### src/hw/rtl/overwriting_trace_ring_assert.svh
// Assertion macros used by the trace ring controller.
`ifndef OVERWRITING_TRACE_RING_ASSERT_SVH
`define OVERWRITING_TRACE_RING_ASSERT_SVH

// The consequent must hold in the same cycle as the antecedent.
`define OTR_ASSERT_NOW(lbl, clock, reset, ante, cons) \
  lbl: assert property (@(posedge clock) disable iff (reset) (ante) |-> (cons)) \
    else $error("trace ring assertion failed");

// The consequent must hold in the cycle after the antecedent.
`define OTR_ASSERT_NEXT(lbl, clock, reset, ante, cons) \
  lbl: assert property (@(posedge clock) disable iff (reset) (ante) |=> (cons)) \
    else $error("trace ring assertion failed");

`endif

### src/hw/rtl/otr_pkg.sv
package otr_pkg;

  localparam int unsigned DEPTH_DEFAULT = 256;

  localparam logic [1:0] KIND_RECORD = 2'd0;
  localparam logic [1:0] KIND_FETCH  = 2'd1;
  localparam logic [1:0] KIND_CLEAR  = 2'd2;

  typedef struct packed {
    logic [1:0]  kind;
    logic [7:0]  event_id;
    logic [7:0]  event_arg;
    logic [31:0] timestamp;
  } cmd_t;

  typedef struct packed {
    logic        entry_valid;
    logic [31:0] entry_time;
    logic [7:0]  entry_id;
    logic [7:0]  entry_arg;
    logic [8:0]  pending_count;
    logic [31:0] dropped_count;
  } result_t;

  typedef struct packed {
    logic [31:0] tstamp;
    logic [7:0]  id;
    logic [7:0]  arg;
  } entry_t;

  typedef struct packed {
    logic wr;
    logic rd;
  } mem_ctl_t;

  typedef struct packed {
    logic        strobe;
    logic        hit;
    logic [8:0]  pending;
    logic [31:0] dropped;
  } status_t;

endpackage

### src/hw/rtl/otr_ctrl.sv
`include "overwriting_trace_ring_assert.svh"

module otr_ctrl #(
  parameter int unsigned DEPTH = 256,
  parameter int unsigned AW    = 8
) (
  input  logic              clk,
  input  logic              rst,
  input  logic              start,
  input  otr_pkg::cmd_t     cmd,
  output logic              busy,
  input  logic              cfg_valid,
  output logic              cfg_ready,
  input  logic              cfg_data,
  output otr_pkg::mem_ctl_t mem_ctl,
  output logic [AW-1:0]     mem_addr,
  output otr_pkg::entry_t   mem_wdata,
  output otr_pkg::status_t  status
);
  import otr_pkg::*;

  localparam logic [AW-1:0] LAST      = AW'(DEPTH - 1);
  localparam logic [31:0]   DEPTH32   = 32'(DEPTH);
  localparam logic [AW:0]   DEPTH_EXT = (AW+1)'(DEPTH);
  // Slot of the count 2^32, i.e. where a count lands after wrapping past zero.
  localparam logic [AW-1:0] WRAP_REM  = AW'((64'd1 << 32) % 64'(DEPTH));

  logic          enable;
  logic [31:0]   wr_count;
  logic [31:0]   rd_count;
  logic [31:0]   drop_total;
  logic [AW-1:0] wr_slot;
  logic [AW-1:0] rd_slot;
  logic          strobe;
  logic          hit;

  logic          accept;
  logic [31:0]   avail;
  logic          lapped;
  logic          wr_ge_depth;
  logic [AW:0]   wrap_sum;
  logic [AW-1:0] wrap_slot;
  logic [31:0]   pos;
  logic [AW-1:0] pos_slot;
  logic [AW-1:0] wr_slot_inc;
  logic [AW-1:0] pos_slot_inc;
  logic          is_rec;
  logic          is_fetch;
  logic          is_clear;

  // One memory access per item, so an item can enter every cycle.
  assign busy      = 1'b0;
  assign cfg_ready = 1'b1;

  assign accept = start && !busy;
  assign avail  = wr_count - rd_count;
  assign lapped = avail > DEPTH32;

  // When lapped the oldest surviving entry sits at write_count - DEPTH. Its
  // slot equals the write slot unless that subtraction wraps below zero.
  assign wr_ge_depth = wr_count >= DEPTH32;
  assign wrap_sum    = {1'b0, WRAP_REM} + {1'b0, wr_slot};
  assign wrap_slot   = (wrap_sum >= DEPTH_EXT) ? AW'(wrap_sum - DEPTH_EXT) : wrap_sum[AW-1:0];

  assign pos      = lapped ? (wr_count - DEPTH32) : rd_count;
  assign pos_slot = lapped ? (wr_ge_depth ? wr_slot : wrap_slot) : rd_slot;

  // Slots follow the counts modulo the depth, including the wrap at 2^32.
  assign wr_slot_inc  = (wr_count == '1 || wr_slot == LAST) ? '0 : wr_slot + 1'b1;
  assign pos_slot_inc = (pos == '1 || pos_slot == LAST) ? '0 : pos_slot + 1'b1;

  assign is_rec   = accept && cmd.kind == KIND_RECORD && enable;
  assign is_fetch = accept && cmd.kind == KIND_FETCH && avail != '0;
  assign is_clear = accept && cmd.kind == KIND_CLEAR;

  assign mem_ctl.wr       = is_rec;
  assign mem_ctl.rd       = is_fetch;
  assign mem_addr         = is_rec ? wr_slot : pos_slot;
  assign mem_wdata.tstamp = cmd.timestamp;
  assign mem_wdata.id     = cmd.event_id;
  assign mem_wdata.arg    = cmd.event_arg;

  always_ff @(posedge clk) begin
    if (rst) begin
      enable     <= 1'b0;
      wr_count   <= '0;
      rd_count   <= '0;
      drop_total <= '0;
      wr_slot    <= '0;
      rd_slot    <= '0;
      strobe     <= 1'b0;
      hit        <= 1'b0;
    end else begin
      strobe <= accept;
      hit    <= is_fetch;
      if (cfg_valid && cfg_ready) begin
        enable <= cfg_data;
      end
      priority if (is_clear) begin
        wr_count   <= '0;
        rd_count   <= '0;
        drop_total <= '0;
        wr_slot    <= '0;
        rd_slot    <= '0;
      end else if (is_rec) begin
        wr_count <= wr_count + 32'd1;
        wr_slot  <= wr_slot_inc;
      end else if (is_fetch) begin
        if (lapped) begin
          drop_total <= drop_total + (avail - DEPTH32);
        end
        rd_count <= pos + 32'd1;
        rd_slot  <= pos_slot_inc;
      end
    end
  end

  // In the beat after an item the counters already hold its outcome.
  assign status.strobe  = strobe;
  assign status.hit     = hit;
  assign status.pending = lapped ? DEPTH32[8:0] : avail[8:0];
  assign status.dropped = drop_total;

  `OTR_ASSERT_NEXT(a_one_result, clk, rst, !rst && accept, strobe)
  `OTR_ASSERT_NOW(a_hit_in_result, clk, rst, hit, strobe)
  `OTR_ASSERT_NEXT(a_clear_zeroes, clk, rst, !rst && is_clear,
    wr_count == '0 && rd_count == '0 && drop_total == '0)
  `OTR_ASSERT_NEXT(a_disabled_record, clk, rst,
    !rst && accept && cmd.kind == KIND_RECORD && !enable, $stable(wr_count))

endmodule

### config.mk
export PLATFORM = sky130hd
export DESIGN_NAME = otr_ctrl
export DESIGN_NICKNAME = d
export VERILOG_FILES = /design/src/hw/rtl/otr_pkg.sv /design/src/hw/rtl/otr_ctrl.sv
export VERILOG_INCLUDE_DIRS = /design/src /design/src/hw/rtl
export SDC_FILE = /design/constraint.sdc
export NUM_CORES = 1
export LEC_CHECK = 0
export ABC_AREA = 1
export BUFFER_PORTS_ARGS = -buffer_cell sky130_fd_sc_hd__buf_2
export CAP_MARGIN = 20
export CORE_MARGIN = 3
export CORE_UTILIZATION = 45
export CTS_CLUSTER_DIAMETER = 100
export DETAILED_ROUTE_END_ITERATION = 8
export GPL_ROUTABILITY_DRIVEN = 0
export SLEW_MARGIN = 20
export SYNTH_ARGS = -nofsm -noshare
export SYNTH_HDL_FRONTEND = slang
export SYNTH_SLANG_ARGS = --single-unit
### constraint.sdc
create_clock -name clk -period 5.3 [get_ports clk]
set_clock_uncertainty 0.1 [all_clocks]
set_input_delay 0.795 -clock clk [delete_from_list [all_inputs] [get_ports clk]]
set_output_delay 0.795 -clock clk [all_outputs]
set_load 0.1 [all_outputs]
After elaboration in Yosys (flattened, before gate mapping)
Index checks and enable logic that the tools add are counted.
- register bits: 115
- input bits: 55
- output and inout port bits: 103
- word-level logic and storage cells: 47
- $add $sub $neg: 9
- order comparisons: 3
- equality and inequality tests: 6
- mux-type cells: 8
- bitwise gates (word level): 1
- reduce and logical (&&, ||, !) cells: 12
- operators by type and width (kind ; count):
    adder 32 x 1 -> 32 bit (second input constant) ; 2
    equality test 32 bit (second input constant) ; 2
    subtractor 32 x 9 -> 32 bit (second input constant) ; 2
    two-way mux 8 bit ; 6
    adder 32 bit ; 1
    greater-or-equal comparator 32 x 9 -> 1 bit (second input constant) ; 1
    greater-than comparator 32 x 9 -> 1 bit (second input constant) ; 1
    two-way mux 32 bit ; 1
    nonzero test 32 bit ; 1
    subtractor 32 bit ; 1
    adder 8 x 1 -> 8 bit (second input constant) ; 2
    equality test 8 bit (second input constant) ; 2
    greater-or-equal comparator 8 x 9 -> 1 bit (second input constant) ; 1
    two-way mux 9 bit ; 1
    subtractor 8 x 1 -> 8 bit (second input constant) ; 1
    logical AND 1 bit ; 5
    AND reduction 3 bit ; 1
    equality test 2 x 1 -> 1 bit (second input constant) ; 1
    equality test 2 bit (second input constant) ; 1
    logical NOT 2 bit ; 1
    logical OR 1 bit ; 2
    AND reduction 2 bit ; 1
    OR reduction 2 bit ; 1
    NOT 1 bit ; 1

Logic depth before layout (Yosys ltp)
- depth after elaboration: 7
- gate-level depth with buffers: 33
- mapped depth without buffers: 33

Least setup slack after synthesis
Ideal clock, no wire load.
- path kind: flip-flop to output port
- from: register wr_count[0]
- to: output mem_addr[2]
- arrival: 4961 ps
- required time: 4405 ps
- path slack: -556 ps
- stages on the path, launching flop included: 24
- buffers on the path: 3
- cell sequence: dfxtp_1 inv_1 ha_1 inv_1 fa_1 nand2_1 inv_2 nand2_1 nand2_2 nand2_1 nand2_1 nand2_1 nand2_1 xor2_1 nor2_1 nand2_1 nor2_4 nand3_4 buf_6 buf_2 buf_2 nand2_1 o21ai_0 o21ai_0
- word-level cells in the longest chain between the ends: 4
- elaborated cells on any way between the ends: 6
- classes of those cells: add/sub: 1; order compare: 2; mux: 3
- RTL lines (element ; line ; RTL):
    start: declaration ; otr_ctrl.sv:29 ; logic [31:0] wr_count;
    start signal: assignment ; otr_ctrl.sv:106 ; wr_count <= wr_count + 32'd1;
    subtractor 32 bit or greater-or-equal comparator 32 x 9 -> 1 bit (tied branches) ; otr_ctrl.sv:56, otr_ctrl.sv:61 ;
    greater-than comparator 32 x 9 -> 1 bit or two-way mux 8 bit (tied branches) ; otr_ctrl.sv:57, otr_ctrl.sv:66 ;
    two-way mux 8 bit (*) ; otr_ctrl.sv:66 ; assign pos_slot = lapped ? (wr_ge_depth ? wr_slot : wrap_slot) : rd_slot;
    two-way mux 8 bit (*) ; otr_ctrl.sv:78 ; assign mem_addr = is_rec ? wr_slot : pos_slot;
    end: declaration ; otr_ctrl.sv:16 ; output logic [AW-1:0] mem_addr,
Mark *: on every way between the ends. The rest lies on a longest branch, timed or not.

==> results.toml <==
[sta]
rsz0062_at_grt = "true"
timing.fmax_mhz = 199
slew_viol_final = 0
tns_ps = 0
final-hold-violation-count = 0
whs_ps = 372
fin_crit_sh_pct = 94.7
finalSetupViolCount = 0
max_slew_margin_pct = 44.1
fin_crit_ps = 5020
tightest_slew_ps = 834

[critical_path]
cp_max_fo = 5
max_stage_delay_ps = 540
crit_family = "simple AND/OR/NAND/NOR gates"
rr_startpoint = "wr_count[0]$_SDFFE_PP0P_"
end_kind = "output port"
worst_path_max_delay_cell = "nor4_1"
crit_top_cell = "nand2_1"
r2r-end = "drop_total[31]$_SDFFE_PP0P_"
cp-start-kind = "flop"
critPathRequiredTime_ps = 4410
critPathKind = "reg2out"
cp_cell_sequence = "inv_1 -> ha_1 -> inv_1 -> fa_1 -> nand2_1 -> inv_2 -> nand2_1 -> nand2_2 -> nand3_1 -> nand3_1 -> nand2_1 -> nand2_1 -> nand2_1 -> nand2_1 -> nor2_2 -> nand2_2 -> nor4_1 -> nand2_1 -> nand2_1 -> clkinv_1 -> buf_2"
r2r_slack_ps = 530
crit_buf_inv = 5
cp_data_arrival_time_ps = 4120
ff2ff_path_depth = 32

[yosys]
synth_seq_cells = 115
yosys_warnings = 0
syn_area_um2 = 12400
avgSynthCellArea_um2 = 5.82
synth_top_area_cell = "dfxtp_1"
ys_seq_area_share_pct = 18.6
synth_async_sr_flop_share_pct = 0
synth_top_area_share_pct = 18.6
synth_top_cells_by_count = "nand2_1, inv_1, nor2_1, a21oi_1, dfxtp_1"
synth_nets = 2277
synth_most_common_cell = "nand2_1"
yosysUniqueCellTypes = 49
syn_inst = 2124
synthTopCellsByArea = "dfxtp_1, nand2_1, inv_1"
synthFlopType = "dfxtp_1"
synth-edff-count = 0

[layout]
layout.nets = 2274
fill_cells = 2849
layout-drive-gt1-share_pct = 7.92
area_growth_pct = 8.88
antenna_cells = 0

[die]
row_count = 60
die_w_um = 172
fp.dieArea_um2 = 29500
initial_utilization_pct = 45.9
ios = 158
die_h_um = 172
core_um2 = 27000

[flow_run]
max_cap_viol_count = 0

[power]
ir_worst_vdd_mv = 0.164
power.density_nw_per_um2 = 267
p_leak_nw = 7.42

[drt]
drt-initial-drc-count = 1223
wl_um = 36900
wl_per_cell_um = 14.9
via_per_inst = 5.19
dr.pass1.iters = 6
ant_nets = 0
vias = 12800
drcViolationCount = 0

[cts]
clk_latency_ps = 430
clock_sinks = 115
clk_pin_slew_ps = 70
cts_hold_buf = 0
cts_buffer_depth = 2
cts_tree = "yes"
cts_buffers = 17
root_buffer = "clkbuf_16"
cts_max_level = 4

[hold_path]
min_path_type = "reg2reg"
hold_depth = 2
holdCritStartpoint = "drop_total[8]$_SDFFE_PP0P_"
min_to = "drop_total[8]$_SDFFE_PP0P_"

[global_route]
grt_first_pass_wirelength_um = 59300
grt_max_degree = 55
globalRoute.totalOverflow = 0
grt_pass1_vias = 11600
grt_use_total_pct = 25.0
grt_antenna_before_repair = 0

[placement]
placement.io_buffers = 59
dpl.hpwl_um = 28800

[run_status]
status = "completed"
worst register-to-register path: cells and delay by family (launching register included):
family	cells	cell delay, ps
AOI/OAI and AO/OA	3	510
xor gates and xnor gates	2	450
adders and majority gates	4	1230
buffers and inverters	6	500
DFF	1	330
and+or+nand+nor	17	1570
cells in the final DEF (no fill, tap or decap), types with 3 or more instances in the layout:
cell type	n
clkbuf_16	17
a21oi_1	131
a211oi_1	8
buf_2	43
inv_1	416
nand2_2	16
inv_2	6
nor4_1	8
clkinv_4	3
buf_4	16
and2_1	4
nor2_2	18
clkinv_2	4
o21bai_1	3
or2_2	3
nor2_4	4
buf_12	16
clkinv_1	10
o221ai_1	3
nand3_1	108
ha_1	96
xnor2_1	21
o21a_1	5
nand2_1	584
o21ai_0	72
nand3_2	3
a31oi_1	5
dfxtp_1	115
o21ai_1	16
nor3_1	35
bufinv_16	3
nor2_1	192
nand4_1	62
xor2_1	55
cells by family after synthesis:
family	after synthesis	share of synthesized area [%]
DFF	115	18.6
adders and majority gates	98	10.0
and+or+nand+nor	1047	36.4
AOI/OAI and AO/OA	254	11.1
other	2	0.0607
buffers and inverters	531	18.2
xor gates and xnor gates	77	5.51
layout make-up:
cell class	count	area, µm²	share of cell area, %
clock buffer	20	457	3.39
sequential	115	2300	17.1
multi-input combinational	1478	7830	58.2
clock inverter	12	154	1.14
tap	341	427	3.17
timing repair buffer	77	674	5.01
inverter	432	1620	12.0
routing by layer:
| layer | up-vias | global-route usage [%] | part of all wire, % |
|---|---|---|---|
| met4 | 0 | 6.80 | 2.1 |
| met3 | 59 | 4.21 | 7.3 |
| met5 | - | 0 | 0 |
| met1 | 5766 | 34.7 | 47 |
| li1 | 6583 | - | - |
| met2 | 428 | 40.1 | 44 |
timing repair:
item                                    CTS  global route
buffers inserted                          0             3
endpoints found under the setup margin    0             8
hold endpoints to repair                  0             0
gates resized for setup                   0             2
power breakdown:
part	switching, mW	total (mW)	leakage [nW]	internal, mW
Clock	0.485	1.25	0.305	0.767
Combinational	0.947	1.43	6.18	0.482
Sequential	0.0162	0.910	0.934	0.893
flip-flops by register name, summed over array words and instances (netlist names):
name        cells
drop_total     32
rd_count       32
wr_count       32
rd_slot         8
wr_slot         8
enable          1
hit             1
strobe          1
per-stage QoR:
stage          instances  utilization (%)  cell area, µm²  power (mW)  setup slack [ps]
2_1_floorplan       2124                -           12400        2.23               185
3_3_place_gp        2440             47.6           12800        2.33               681
3_5_place_dp        2440             47.6           12800        2.34               630
4_1_cts             2472             49.9           13400        3.59               226
5_1_grt             2475             50.0           13500        3.84             -37.2
6_report            2475             50.0           13500        3.59               282
how the worst max path moves through the flow:
| stage | from | endpoint | slack, ps | cells past startpoint |
|---|---|---|---|---|
| 2_1_floorplan | wr_count[0]$_SDFFE_PP0P_ | mem_addr[2] | 190 | 23 |
| 3_3_place_gp | wr_count[0]$_SDFFE_PP0P_ | drop_total[31]$_SDFFE_PP0P_ | 680 | 32 |
| 3_5_place_dp | wr_count[0]$_SDFFE_PP0P_ | drop_total[31]$_SDFFE_PP0P_ | 630 | 32 |
| 4_1_cts | wr_count[0]$_SDFFE_PP0P_ | mem_addr[5] | 230 | 25 |
| 5_1_grt | wr_count[0]$_SDFFE_PP0P_ | mem_ctl[0] | -40 | 21 |
| 6_report | wr_count[0]$_SDFFE_PP0P_ | mem_ctl[0] | 280 | 21 |
Note: power is estimated with default switching activity, not from simulation.
